$ cat config.mk
export PLATFORM = sky130hd
export DESIGN_NAME = gb3_emit
export DESIGN_NICKNAME = d
export VERILOG_FILES = /design/src/rtl/core/gb3_pkg.sv /design/src/rtl/core/gb3_emit.sv
export SDC_FILE = /design/constraint.sdc
export NUM_CORES = 1
export LEC_CHECK = 0
export BUFFER_PORTS_ARGS = -buffer_cell sky130_fd_sc_hd__buf_2
export CORE_UTILIZATION = 53
export CTS_CLUSTER_DIAMETER = 100
export DETAILED_ROUTE_END_ITERATION = 16
export PLACE_DENSITY_LB_ADDON = 0.25
export SLEW_MARGIN = 20
export SYNTH_ARGS = -nofsm -noshare
export SYNTH_HDL_FRONTEND = slang
export SYNTH_SLANG_ARGS = --single-unit
export TNS_END_PERCENT = 1
$ cat constraint.sdc
create_clock -name aclk -period 11.3 [get_ports aclk]
set_input_delay 0.565 -clock aclk [delete_from_list [all_inputs] [get_ports aclk]]
set_output_delay 0.565 -clock aclk [all_outputs]
set_load 0.01 [all_outputs]
$ cat src/rtl/core/gb3_pkg.sv
// ----------------------------------------------------------------------------
// gb3_pkg
// Types, register indexes and arithmetic helpers shared by the 3x3 blur core.
// ----------------------------------------------------------------------------
`default_nettype none

package gb3_pkg;

    // Configuration register indexes.
    localparam int unsigned CFG_INDEX_W = 1;
    localparam logic [CFG_INDEX_W-1:0] REG_FRAME_WIDTH  = 1'd0;
    localparam logic [CFG_INDEX_W-1:0] REG_FRAME_HEIGHT = 1'd1;

    localparam int unsigned CFG_DATA_W   = 16;
    localparam int unsigned FRAME_W_W    = 11;
    localparam int unsigned FRAME_H_W    = 16;
    localparam int unsigned PIX_W        = 8;
    localparam int unsigned OUT_COL_W    = 10;
    localparam int unsigned OUT_ROW_W    = 16;
    localparam int unsigned M_TDATA_W    = 40;

    // Vertical triple: [23:16] row r-2, [15:8] row r-1, [7:0] row r.
    typedef logic [3*PIX_W-1:0] triple_t;

    // One pixel's worth of window data handed to the result sequencer.
    typedef struct packed {
        triple_t                cur;       // column c
        triple_t                win0;      // column c-1
        triple_t                win1;      // column c-2
        logic [OUT_COL_W-1:0]   col;       // column c, truncated
        logic [OUT_ROW_W-1:0]   row;       // row r
        logic                   has_left;  // c >= 1
        logic                   left2;     // c >= 2
        logic                   last_col;
        logic                   has_up;    // r >= 1
        logic                   up2;       // r >= 2
        logic                   last_row;
    } job_t;

    // Vertical 1-2-1 sum of a triple. Mode 0 centers on row r-1, mode 1 on
    // row r with the bottom replicated.
    function automatic logic [9:0] col_sum(input triple_t t, input logic mode,
                                           input logic up1, input logic up2);
        logic [9:0] o;
        logic [9:0] n;
        logic [9:0] p;
        logic [9:0] top;
        logic [9:0] mid;
        logic [9:0] bot;
        o = {2'b00, t[23:16]};
        n = {2'b00, t[15:8]};
        p = {2'b00, t[7:0]};
        if (!mode) begin
            top = up2 ? o : n;
            mid = n;
            bot = p;
        end else begin
            top = up1 ? n : p;
            mid = p;
            bot = p;
        end
        return top + {mid[8:0], 1'b0} + bot;
    endfunction

endpackage

`default_nettype wire

$ cat src/rtl/core/gb3_emit.sv
// ----------------------------------------------------------------------------
// gb3_emit
// Result sequencer: walks the one to four results of a job and computes the
// blurred value of each into the output register.
// ----------------------------------------------------------------------------
`default_nettype none

module gb3_emit (
    input  wire logic                  aclk,
    input  wire logic                  aresetn,
    input  wire logic                  job_load,
    input  wire gb3_pkg::job_t         job_in,
    output logic                       job_take,
    output logic                       m_axis_tvalid,
    input  wire logic                  m_axis_tready,
    output logic [gb3_pkg::M_TDATA_W-1:0] m_axis_tdata,
    output logic                       m_axis_tlast,
    output logic                       m_axis_tuser
);
    import gb3_pkg::*;

    logic        busy_reg;
    job_t        job_reg;
    logic        mode_reg;
    logic        mode_next;
    logic        colsel_reg;
    logic        colsel_next;

    logic        m_valid_reg;
    logic [PIX_W-1:0]     m_pix_reg;
    logic [OUT_COL_W-1:0] m_col_reg;
    logic [OUT_ROW_W-1:0] m_row_reg;
    logic        m_last_reg;
    logic        m_done_reg;

    logic        fire;
    logic        more_cols;
    logic        more_rows;
    logic        is_last;
    triple_t     tl;
    triple_t     tm;
    triple_t     tr;
    logic [9:0]  sl;
    logic [9:0]  sm;
    logic [9:0]  sr;
    logic [11:0] wsum;
    logic [OUT_COL_W-1:0] x;
    logic [OUT_ROW_W-1:0] y;

    assign fire      = busy_reg && (!m_valid_reg || m_axis_tready);
    assign more_cols = !colsel_reg && job_reg.last_col;
    assign more_rows = !mode_reg && job_reg.last_row;
    assign is_last   = !more_cols && !more_rows;
    assign job_take  = !busy_reg || (fire && is_last);

    always_comb begin
        // colsel 0 is column c-1, colsel 1 is column c.
        if (!colsel_reg) begin
            tl = job_reg.left2 ? job_reg.win1 : job_reg.win0;
            tm = job_reg.win0;
            tr = job_reg.cur;
            x  = job_reg.col - OUT_COL_W'(1);
        end else begin
            tl = job_reg.has_left ? job_reg.win0 : job_reg.cur;
            tm = job_reg.cur;
            tr = job_reg.cur;
            x  = job_reg.col;
        end
        y    = mode_reg ? job_reg.row : job_reg.row - OUT_ROW_W'(1);
        sl   = col_sum(tl, mode_reg, job_reg.has_up, job_reg.up2);
        sm   = col_sum(tm, mode_reg, job_reg.has_up, job_reg.up2);
        sr   = col_sum(tr, mode_reg, job_reg.has_up, job_reg.up2);
        wsum = 12'(sl) + {1'b0, sm, 1'b0} + 12'(sr);

        if (more_cols) begin
            mode_next   = mode_reg;
            colsel_next = 1'b1;
        end else begin
            mode_next   = 1'b1;
            colsel_next = !job_reg.has_left;
        end
    end

    always_ff @(posedge aclk) begin
        if (!aresetn) begin
            busy_reg <= 1'b0;
        end else if (job_load) begin
            busy_reg <= 1'b1;
        end else if (fire && is_last) begin
            busy_reg <= 1'b0;
        end
    end

    always_ff @(posedge aclk) begin
        if (job_load) begin
            job_reg    <= job_in;
            mode_reg   <= !job_in.has_up;
            colsel_reg <= !job_in.has_left;
        end else if (fire) begin
            mode_reg   <= mode_next;
            colsel_reg <= colsel_next;
        end
    end

    always_ff @(posedge aclk) begin
        if (!aresetn) begin
            m_valid_reg <= 1'b0;
        end else if (fire) begin
            m_valid_reg <= 1'b1;
        end else if (m_axis_tready) begin
            m_valid_reg <= 1'b0;
        end
    end

    always_ff @(posedge aclk) begin
        if (fire) begin
            m_pix_reg  <= wsum[11:4];
            m_col_reg  <= x;
            m_row_reg  <= y;
            m_last_reg <= is_last;
            m_done_reg <= is_last && job_reg.last_col && job_reg.last_row;
        end
    end

    assign m_axis_tvalid = m_valid_reg;
    assign m_axis_tdata  = {6'd0, m_row_reg, m_col_reg, m_pix_reg};
    assign m_axis_tlast  = m_last_reg;
    assign m_axis_tuser  = m_done_reg;

endmodule

`default_nettype wire

Word level (Yosys, flattened, before mapping)
Cells that the tools add are included.
Widths: inputs -> output; s select.

cells by class
  muxes and demuxes = 28
  add/subtract/negate cells = 10
  reductions and logical operators = 22
  equal/unequal tests = 1

operator list
  operator               count
  $mux 24                4
  $mux 8                 12
  $add 10x10->10         3
  $add 10x8->10          3
  $mux 16                1
  $sub 16x1->16 const B  1
  $add 10x11->12         1
  $add 12x10->12         1
  $mux 1                 10
  $mux 10                1
  $sub 10x1->10 const B  1
  $logic_not 1->1        9
  $logic_and 1x1->1      7
  $reduce_bool 2->1      3
  $logic_or 1x1->1       2
  $ne 2x2->1 const B     1
  $reduce_and 2->1       1

word-level totals
  bits in registers = 144
  logic and storage cells = 81
  output and inout bits = 44

Depth between registers and ports, before layout
Gate-level depths: netlist of run 1.

  word-level depth = 8
  mapped depth = 24
  gate-level depth less buffers = 23

Worst setup path before layout of run 1
No wires, ideal clock.

  path type = register -> register
  start = register job_reg[5] (netlist name)
  end = register m_pix_reg[7], data pin
  library setup time = 0.254 ns
  period minus slack after synthesis = 5.237 ns
  data arrival time = 4.983 ns
  stages on the path, launching flop included = 25
  path slack = 6.063 ns
  cell sequence = edfxtp_1 > buf_2 > buf_2 > a21oi_1 > o221ai_1 > mux2_2 > o21ai_0 > fa_1 > inv_1 > ha_1 > inv_1 > fa_1 > nor2b_1 > o21ai_0 > a21boi_0 > o21ai_0 > a21bo_2 > fa_1 > inv_1 > ha_1 > a21oi_1 > nand2_1 > a41oi_1 > o21ai_0 > a21o_1

between the ends
  cells in the longest elaborated chain, start to end = 8
  elaborated cells between the ends (all ways) = 10
  classes of those cells = add/sub (4); mux (6)

RTL lines
  item                       RTL line                      source
  start: declaration         gb3_emit.sv:23                job_t job_reg;
  start signal: assignment   gb3_emit.sv:96                job_reg <= job_in;
  $mux 24 (*)                gb3_emit.sv:64                tl = job_reg.has_left ? job_reg.win0 : job_reg.cur;
  $mux 24 (*)                gb3_emit.sv:58                if (!colsel_reg) begin
  $mux 8 (on tied branches)  gb3_pkg.sv:54, gb3_pkg.sv:58
  $mux 8                     gb3_pkg.sv:53                 if (!mode) begin
  $add 10x10->10             gb3_pkg.sv:62                 return top + {mid[8:0], 1'b0} + bot;
  $add 10x8->10 (*)          gb3_pkg.sv:62
  $add 10x11->12 (*)         gb3_emit.sv:73                wsum = 12'(sl) + {1'b0, sm, 1'b0} + 12'(sr);
  $add 12x10->12 (*)         gb3_emit.sv:73
  net wsum[11]               gb3_emit.sv:46                logic [11:0] wsum;
  end signal: assignment     gb3_emit.sv:117               m_pix_reg <= wsum[11:4];
  end: declaration           gb3_emit.sv:30                logic [PIX_W-1:0] m_pix_reg;

Mark *: on every way through the listed nets, which the timed path passes. The rest lies on a longest branch.
A chain may end at the register's enable or synchronous reset.

Worst setup path in the final report of run 1
  start = register colsel_reg
  end = register m_pix_reg[7], data pin

between the ends
  cells in the longest elaborated chain, start to end = 7
  elaborated cells between the ends (all ways) = 16
  classes of those cells = add/sub (6); mux (10)

RTL lines
  item                       RTL line                      source
  start: declaration         gb3_emit.sv:26                logic colsel_reg;
  start signal: assignment   gb3_emit.sv:98                colsel_reg <= !job_in.has_left;
  start signal: assignment   gb3_emit.sv:101               colsel_reg <= colsel_next;
  $mux 24                    gb3_emit.sv:58
  $mux 8 (on tied branches)  gb3_pkg.sv:54, gb3_pkg.sv:58
  $mux 8                     gb3_pkg.sv:53
  $add 10x10->10             gb3_pkg.sv:62
  $add 10x8->10              gb3_pkg.sv:62
  $add 10x11->12 (*)         gb3_emit.sv:73
  $add 12x10->12 (*)         gb3_emit.sv:73
  net wsum[11]               gb3_emit.sv:46

Marks and branches as above.

==> results of run 1 <==
## metrics by stage
stage	std cells	total power [mW]	utilization (%)	area (um^2)	hold slack [ps]
2_1_floorplan	749	1.87	-	8820	449
3_3_place_gp	1078	2.09	60.3	9690	461
3_5_place_dp	1078	2.15	60.3	9690	481
4_1_cts	1110	2.72	63.9	10300	293
5_1_grt	1110	2.92	63.9	10300	292
6_report	1110	2.69	63.9	10300	309
## placed cells by master, fill, tap and decap left out, drive strengths merged, types with 2 or more instances in the layout
cell and instances:
a211o 2, o31ai 2, o22ai 3, a211oi 33
nand3b 2, mux2i 55, or2 2, nand3 2
nor2b 26, nor3 7, ha 38, inv 54
o21ai 48, clkinv 2, a21boi 3, a21o 8
conb 6, nor2 39, fa 33, buf 153
nand2 53, a21oi 52, nand2b 4, bufinv 2
o21a 3, xnor2 16, clkbuf 19, dfxtp 2
mux2 25, xor2 30, nor4 5, edfxtp 142
or3 5, o21bai 3
## logic make-up after synthesis
| kind of cell | share of synthesized area [%] |
|---|---|
| adder cells (fa/ha/maj) | 12.9 |
| other | 0.0426 |
| buffers and inverters | 4.14 |
| AND/OR/NAND/NOR | 8.62 |
| multiplexers | 9.46 |
| XOR/XNOR | 4.58 |
| flip-flops | 48.9 |
| AO/OA/AOI/OAI | 11.3 |
## cells in the mapped netlist, types with 26 or more instances
| cell | number |
|---|---|
| mux2i_1 | 55 |
| inv_1 | 46 |
| nor2_1 | 39 |
| a211oi_1 | 33 |
| fa_1 | 33 |
| xor2_1 | 30 |
| nand2_1 | 53 |
| edfxtp_1 | 142 |
| a21oi_1 | 52 |
| ha_1 | 38 |
| nor2b_1 | 26 |
| o21ai_0 | 48 |
## metal layers
metal	wire, um	track usage, %	vias up
li1	-	-	2957
met1	8040	30.5	2821
met2	8080	33.6	186
met3	1010	4.32	20
met4	257	7.98	0
met5	0	0	-
## critical path: cells and delay by family (launching register included)
family | cells | cell delay [ps]
AOI/OAI and AO/OA | 11 | 2200
adders and majority gates | 5 | 1880
muxes | 1 | 310
DFF | 1 | 320
and+or+nand+nor | 3 | 300
buffers and inverters | 4 | 800
## worst max-delay path by stage
stage / start / to / slack (ps) / cells after the start
global placement: colsel_reg / m_pix_reg[7] / 5480 / 24
detailed placement: colsel_reg / m_pix_reg[7] / 5240 / 24
CTS: colsel_reg / m_pix_reg[7] / 5200 / 24
floorplan: job_reg[5] / m_pix_reg[7] / 6060 / 24
global route: colsel_reg / m_pix_reg[7] / 4780 / 24
finish: colsel_reg / m_pix_reg[7] / 5250 / 24
## area by class of cell
class                           instances  share of cell area, %
Clock inverter                         13                   1.45
Clock buffer                           19                   4.22
Sequential cell                       144                   41.9
Tap cell                              216                   2.63
Timing Repair Buffer                  153                   7.68
Multi-Input combinational cell        519                   40.4
Inverter                               46                   1.68
## power by group through the flow
stage | clock, mW | sequential (mW) | combinational [mW]
2_1_floorplan | 0 | 0.783 | 1.08
3_3_place_gp | 0 | 0.776 | 1.32
3_5_place_dp | 0 | 0.778 | 1.37
4_1_cts | 0.569 | 0.767 | 1.38
5_1_grt | 0.589 | 0.774 | 1.56
6_report | 0.559 | 0.767 | 1.37
==> results.yml, run 1 <==
logic_synthesis:
  synth-main-ff-cell: "edfxtp_1"
  netlist_top_cells_area: "edfxtp_1, fa_1, mux2i_1, ha_1, mux2_2"
  yosysWarnings: 0
  synth_area_um2: 8800
  async_flop_share_pct: 0
  yosysTopAreaCell: "edfxtp_1"
  synth-edff-count: 142
  synthCells: 744
  ys_ff_latch: 144
  synth_cell_types: 53
  yosysSeqAreaShare_pct: 48.9
  syn_area_per_cell_um2: 11.8
  synth.top_cell.area_share_pct: 48.5
clock_tree:
  cts_resized: 0
  post-cts-setup-buffer-count: 0
  numCtsBuffers: 17
  cts_tree: "done"
  cts_hold_buf: 0
  h-tree-depth: 4
  insertion_delay_ps: 420
  clock_path_buffers: 2
  clock-root-buffer: "clkbuf_16"
  clk_pin_slew_ps: 60
  clock_sinks: 144
drt:
  drt_first_pass_iters: 5
  finalWirelength_mm: 17.4
  drt_iter0_markers: 352
  drc_errors: 0
  drtAntennaViolNets: 0
  vias: 5984
  wl_per_cell_um: 15.7
  vias_per_cell: 5.39
sta:
  rsz0062_at_grt: "no"
  finalSetupTns_ps: 0
  drv_slew: 0
  hold_violations: 0
  fmax_mhz: 165
  period_minus_slack_ps: 6050
  slew_headroom_pct: 43.3
  finClkSkew_ps: 7.53
  period_share_pct: 53.6
  setup_slack_ps: 5250
  tightest_slew_ps: 850
  finalSetupViolations: 0
power:
  internal-power_mw: 1.69
  seqPwrFrac_pct: 28.5
  p_leak_nw: 4.33
  p_switching_mw: 1.00
  p_comb_share_pct: 50.8
  worst_ir_drop_vdd_v: 0.000227
  swShare_pct: 37.1
  clockPowerShare_pct: 20.7
  p_per_area_nw_per_um2: 262
layout:
  drive_gt1_share_pct: 24.0
  largest_register_ff_count: 80
  fillerInstances: 1233
  layout.nets: 1060
  seqCellArea_um2: 4300
  syn_to_final_growth_pct: 16.7
  diodes: 0
  multi_input_area_um2: 4150
critical_path:
  crit_top_cell: "o21ai_0"
  crit_type: "reg -> reg"
  rr_startpoint: "colsel_reg"
  path_cells: "buf_4, nor2_1, a21oi_1, o221ai_1, mux2_2, o21ai_0, fa_1, inv_1, ha_1, inv_1, fa_1, nor2b_1, o21ai_0, a21boi_0, o21ai_0, a21bo_2, fa_1, inv_1, ha_1, a21oi_1, nand2_1, a41oi_1, o21ai_0, a21o_1"
  critPathCaptureType: "register"
  arrival_ps: 6240
  rr_worst_depth: 24
  path_max_fanout: 75
  reg2reg_to: "m_pix_reg[7]"
  critPathRequiredTime_ps: 11480
  worst-r2r-setup-slack_ps: 5250
  critPathMaxStageDelay_ps: 640
  slowest_stage: "buf_4"
  cp-start-kind: "register"
hold_path:
  hold_start: "job_in[22]"
  min_to: "job_reg[22]"
  hold_depth: 1
  hp-class: "in -> reg"
status:
  status: "finished clean"
global_route:
  antenna_found_initial: 0
  grt_pass1_vias: 5844
  grt_max_degree: 90
  grt_use_total_pct: 21.7
  grt_pass1_wl_mm: 28.3
  grt_overflow_total: 0
placement:
  pre_cts_slack_ps: 5240
  io_buffers: 145
  place_congestion: 0.825
  dp_hpwl_mm: 13.0
run:
  cap_violations: 0
die:
  die_width_um: 131
  dieArea_um2: 17100
  die_h_um: 131
  ios: 152
  num_rows: 46
  start_util_pct: 54.8
  fp.coreArea_um2: 16100
Power figures use the tool's default switching activity.
==> inputs of run 2 (changes only) <==
Settings changed: CORE_UTILIZATION 53 to 52.
Clock period 11.3 ns to 5 ns, I/O delays scaled along.
==> run 2 against run 1 <==
Combinational power rose to 2.8 times the previous value. Via count grew 10%. Cell area up 16%. Critical path depth is the same. Sequential share of layout area decreased by 5.8 points. Non-clock buffer count grew 160. Wire length rose by 18%. Highest routed layer unchanged. Clock skew increased by 1.6 ps.
==> results.yml, run 2 (synthesis results as in run 1) <==
status:
  status: "finished clean"
layout:
  syn_to_final_growth_pct: 35.3
  fillerInstances: 1125
  final_common_cell: "buf_2"
  largest_register_ff_count: 80
  final_cells: 1274
  fin_util_pct: 72.1
  layout.nets: 1220
  most-common-layout-cells: "buf_2, edfxtp_1, dlygate4sd3_1"
  diodes: 0
  drive_gt1_share_pct: 28.5
power:
  internal-power_mw: 4.34
  worst_ir_drop_vdd_v: 0.000642
  seqPwrFrac_pct: 25.4
  p_leak_nw: 5.07
  p_total_mw: 6.85
  clockPowerShare_pct: 18.7
  p_switching_mw: 2.51
  swShare_pct: 36.6
  p_per_area_nw_per_um2: 576
  p_comb_share_pct: 55.9
drt:
  drtAntennaViolNets: 0
  drt_first_pass_iters: 5
  finalWirelength_mm: 20.6
  drt_iter0_markers: 403
  drc_errors: 0
  wl_per_cell_um: 16.2
  vias_per_cell: 5.19
  vias: 6611
sta:
  drv_slew: 0
  period_minus_slack_ps: 4960
  setup_slack_ps: 37.3
  finalSetupViolations: 0
  tightest_slew_ps: 1050
  fmax_mhz: 202
  period_share_pct: 99.3
  slew_headroom_pct: 29.7
  finClkSkew_ps: 9.08
  rsz0062_at_grt: "yes"
  holdWs_ps: 18.8
  hold_violations: 0
critical_path:
  cp-start-kind: "register"
  path_max_fanout: 4
  slowest_stage: "fa_1"
  path_cells: "buf_12, buf_8, a21oi_4, o221ai_2, mux2_4, o21ai_2, fa_1, inv_1, ha_2, inv_2, fa_2, nor2b_2, o21ai_2, a21boi_2, o21ai_1, a21bo_2, fa_1, inv_2, ha_4, a21oi_2, nand2_1, a41oi_2, o21ai_2, a21o_1"
  rr_startpoint: "job_reg[5]"
  crit_family: "adder cells"
  crit_top_cell: "o21ai_2"
  worstSetupStartpoint: "job_reg[5]"
  arrival_ps: 5140
  path_buf_inv: 5
  critPathRequiredTime_ps: 5180
  crit_type: "reg -> reg"
  critPathCaptureType: "register"
  critPathMaxStageDelay_ps: 500
die:
  dieArea_um2: 17400
  num_rows: 47
  die_h_um: 132
  die_width_um: 132
  start_util_pct: 53.3
  fp.coreArea_um2: 16500
  ios: 152
global_route:
  grt_use_total_pct: 24.4
  grt_overflow_total: 0
  grt_pass1_vias: 6525
  grt_max_degree: 85
  antenna_found_initial: 0
  grt_pass1_wl_mm: 32.7
clock_tree:
  numCtsBuffers: 17
  clk_pin_slew_ps: 60
  insertion_delay_ps: 430
  clock-root-buffer: "clkbuf_16"
  h-tree-depth: 4
  clock_sinks: 144
  cts_tree: "done"
  clock_path_buffers: 2
run:
  cap_violations: 0
placement:
  place_congestion: 0.823
  placed_cells: 1134
  dp_hpwl_mm: 13.1
  pre_cts_slack_ps: -197
  io_buffers: 145
hold_path:
  hold_start: "job_in[73]"
  hp-class: "in -> reg"
[run 2: cell types whose count changed in the layout (fill, tap and decap cells not counted), sizes merged]
cell / change
clkinvlp: +3
dlygate4sd3: +98
buf: +62
clkbuf: -1
clkinv: -2
[run 2: what timing repair did]
item,CTS,global route
buffers inserted,6,4
resized for setup,14,15
hold buffers,95,3
endpoints found under the hold margin,95,3
setup endpoints to repair,4,5
pin swaps,8,20
[run 2: worst paths after layout]
path                   end  slack (ps)  cells past startpoint
min            job_reg[73]          20                      1
max           m_pix_reg[7]          40                     24
max reg2reg   m_pix_reg[7]          40                     24
min reg2reg  m_axis_tvalid         480                      2
[run 2: area by class of cell]
class / instances / area, um^2 / area share (%)
inverters: 46 / 173 / 1.45
clock inverters: 14 / 165 / 1.39
clock buffers: 18 / 429 / 3.60
multi-input cells: 519 / 4250 / 35.7
well taps: 220 / 275 / 2.31
flip-flops and latches: 144 / 4300 / 36.1
repair buffers: 313 / 2310 / 19.4
[run 2: power by group through the flow]
stage,Combinational (mW),Sequential (mW),Clock (mW)
floorplan,2.52,1.77,0
global placement,3.41,1.76,0
detailed placement,3.51,1.76,0
CTS,3.75,1.74,1.29
global route,4.31,1.75,1.34
finish,3.83,1.74,1.28
[run 2: stage by stage]
stage | area [um^2] | TNS (ps)
floorplan | 8830 | 0
global placement | 10100 | -22.2
detailed placement | 10100 | -577
CTS | 11800 | 0
global route | 11900 | -743
finish | 11900 | 0
[run 2: worst reg2reg max path, stage by stage, from the launching register on]
cell      delay (ps)
edfxtp_1         450
buf_12           170
buf_8            120
a21oi_4          130
o221ai_2         150
mux2_4           290
o21ai_2          130
fa_1             420
inv_1             70
ha_2             180
inv_2             40
fa_2             400
nor2b_2          140
o21ai_2           80
a21boi_2         170
o21ai_1           90
a21bo_2          230
fa_1             500
inv_2             50
ha_4             230
a21oi_2          120
nand2_1           70
a41oi_2          240
o21ai_2          110
a21o_1           160
[run 2: metal layers]
metal  track usage (%)  wire (um)  up-vias
li1                  -          -     3281
met1              32.2       9100     3093
met2              41.1      10200      210
met3              4.42        988       27
met4              7.04        307        0
met5                 0          0        -
==> inputs of run 3 (changes only) <==
==> constraint.sdc (replaced) <==
create_clock -name aclk -period 5 [get_ports aclk]
set_input_delay 0.75 -clock aclk [delete_from_list [all_inputs] [get_ports aclk]]
set_output_delay 0.75 -clock aclk [all_outputs]
set_load 0.01 [all_outputs]
==> run 3 against run 2 <==
Sequential share of layout area up 3.0 points. Global-route usage down 3.1 points. First-iteration DRC count down 12%. Critical endpoint unchanged. Largest power group unchanged.
==> results.yml, run 3 (synthesis results as in run 1) <==
sta:
  period_minus_slack_ps: 4870
  holdWs_ps: 489
  fmax_mhz: 205
  slew_headroom_pct: 43.4
  finClkSkew_ps: 11.5
  tightest_slew_ps: 849
  finalSetupViolations: 0
  rsz0062_at_grt: "yes"
  drv_slew: 0
  hold_violations: 0
  period_share_pct: 97.4
critical_path:
  critPathRequiredTime_ps: 5170
  arrival_ps: 5040
  slowest_stage: "fa_1"
  crit_family: "adder cells"
  reg2reg_to: "m_pix_reg[7]"
  worst-r2r-setup-slack_ps: 130
  cp-start-kind: "register"
  crit_type: "reg -> reg"
  rr_startpoint: "job_reg[5]"
  critPathMaxStageDelay_ps: 490
  path_buf_inv: 4
  path_max_fanout: 3
  path_cells: "buf_6, mux2i_1, mux2_4, nor2_2, a211o_1, o21ai_4, fa_1, inv_1, ha_2, inv_2, fa_2, nor2b_2, o21ai_2, a21boi_2, o21ai_1, a21bo_2, fa_1, inv_2, ha_4, a21oi_2, nand2_1, a41oi_4, o21ai_2, a21o_1"
  rr_worst_depth: 24
  critPathCaptureType: "register"
hold_path:
  hold_depth: 2
  min_to: "m_axis_tvalid"
  hp-class: "reg -> reg"
  hold_start: "busy_reg"
power:
  p_total_mw: 6.98
  p_leak_nw: 4.68
  p_per_area_nw_per_um2: 636
  worst_ir_drop_vdd_v: 0.000658
status:
  status: "finished clean"
die:
  num_rows: 47
  fp.coreArea_um2: 16500
  start_util_pct: 53.3
  die_h_um: 132
  die_width_um: 132
  dieArea_um2: 17400
  ios: 152
layout:
  drive_gt1_share_pct: 32.1
  final_cells: 1174
  layout.nets: 1121
  final_common_cell: "buf_2"
  most-common-layout-cells: "buf_2, edfxtp_1, buf_4"
  largest_register_ff_count: 80
  syn_to_final_growth_pct: 24.8
  diodes: 0
global_route:
  grt_max_degree: 70
  grt_pass1_wl_mm: 28.9
  antenna_found_initial: 0
  grt_pass1_vias: 5873
  grt_overflow_total: 0
  grt_use_total_pct: 21.3
clock_tree:
  h-tree-depth: 4
  cts_tree: "done"
  clock-root-buffer: "clkbuf_16"
  clk_pin_slew_ps: 60
  clock_sinks: 144
  cts_hold_buf: 0
  insertion_delay_ps: 420
  clock_path_buffers: 2
  numCtsBuffers: 17
drt:
  drc_errors: 0
  wl_met2_mm: 8.01
  finalWirelength_mm: 17.6
  drt_iter0_markers: 356
  drt_first_pass_iters: 5
  met3_length_um: 702
  vias_per_cell: 5.14
  vias: 6037
  drtAntennaViolNets: 0
  routed.top_layer: "met4"
  wl_met1_mm: 8.71
  wl_per_cell_um: 15.0
run:
  cap_violations: 0
placement:
  placed_cells: 1132
  io_buffers: 145
  place_congestion: 0.852
  dp_hpwl_mm: 13.0
-- run 3: changes by cell type in the layout (fill, tap and decap cells not counted), moves of 3 or more --
cell           before  now
a21oi_2             4    7
buf_4              63   58
buf_6               2    5
dlygate4sd3_1      98    0
-- run 3: how the worst max path moves through the flow --
stage | from | endpoint | slack (ps) | cells past startpoint
after global placement | job_reg[5] | m_pix_reg[7] | -6 | 23
after global routing | job_reg[5] | m_pix_reg[7] | -160 | 24
final | job_reg[5] | m_pix_reg[7] | 130 | 24
after detailed placement | colsel_reg | m_pix_reg[7] | -140 | 22
after floorplan | colsel_reg | m_pix_reg[7] | 0.4 | 22
after CTS | job_reg[5] | m_pix_reg[7] | 10 | 23
-- run 3: what timing repair did --
| action | 4_1_cts | 5_1_grt |
|---|---|---|
| setup endpoints to repair | 4 | 6 |
| setup buffers | 4 | 6 |
| gates cloned | 1 | 0 |
| pin swaps | 5 | 22 |
| resized for setup | 11 | 32 |
-- run 3: worst reg2reg max path, stage by stage (launching register included) --
cell      delay [ps]
edfxtp_1         480
buf_6            170
mux2i_1          120
mux2_4           280
nor2_2           100
a211o_1          140
o21ai_4           70
fa_1             460
inv_1             70
ha_2             170
inv_2             40
fa_2             390
nor2b_2          130
o21ai_2           70
a21boi_2         170
o21ai_1           80
a21bo_2          240
fa_1             490
inv_2             50
ha_4             220
a21oi_2          110
nand2_1           90
a41oi_4          220
o21ai_2          100
a21o_1           160
-- run 3: metal layers --
metal,track usage [%],vias to the layer above
met1,31.1,2784
li1,-,3087
met3,3.38,11
met5,0,-
met4,7.82,0
met2,32.3,155
-- run 3: final cells by class --
class | instances | area [um^2]
clock buffer | 17 | 425
clock inverter | 14 | 146
fill | 1221 | 5540
inverter | 46 | 173
multi-input combinational | 519 | 4310
sequential | 144 | 4300
tap | 220 | 275
timing repair buffer | 214 | 1360
-- run 3: through the flow --
stage / instance area (um^2) / worst slack [ps] / util (%) / TNS [ps]
floorplan: 8830 / 0.351 / - / 0
finish: 11000 / 132 / 66.5 / 0
global placement: 10100 / -6.27 / 61.4 / -6.27
global route: 11000 / -156 / 66.5 / -573
CTS: 10800 / 11.4 / 65.5 / 0
detailed placement: 10100 / -143 / 61.4 / -335
-- run 3: power breakdown --
group / switching, mW / internal, mW
clock: 0.525 / 0.701
sequential: 0.0729 / 1.67
combinational: 2.00 / 2.02
total: 2.59 / 4.39
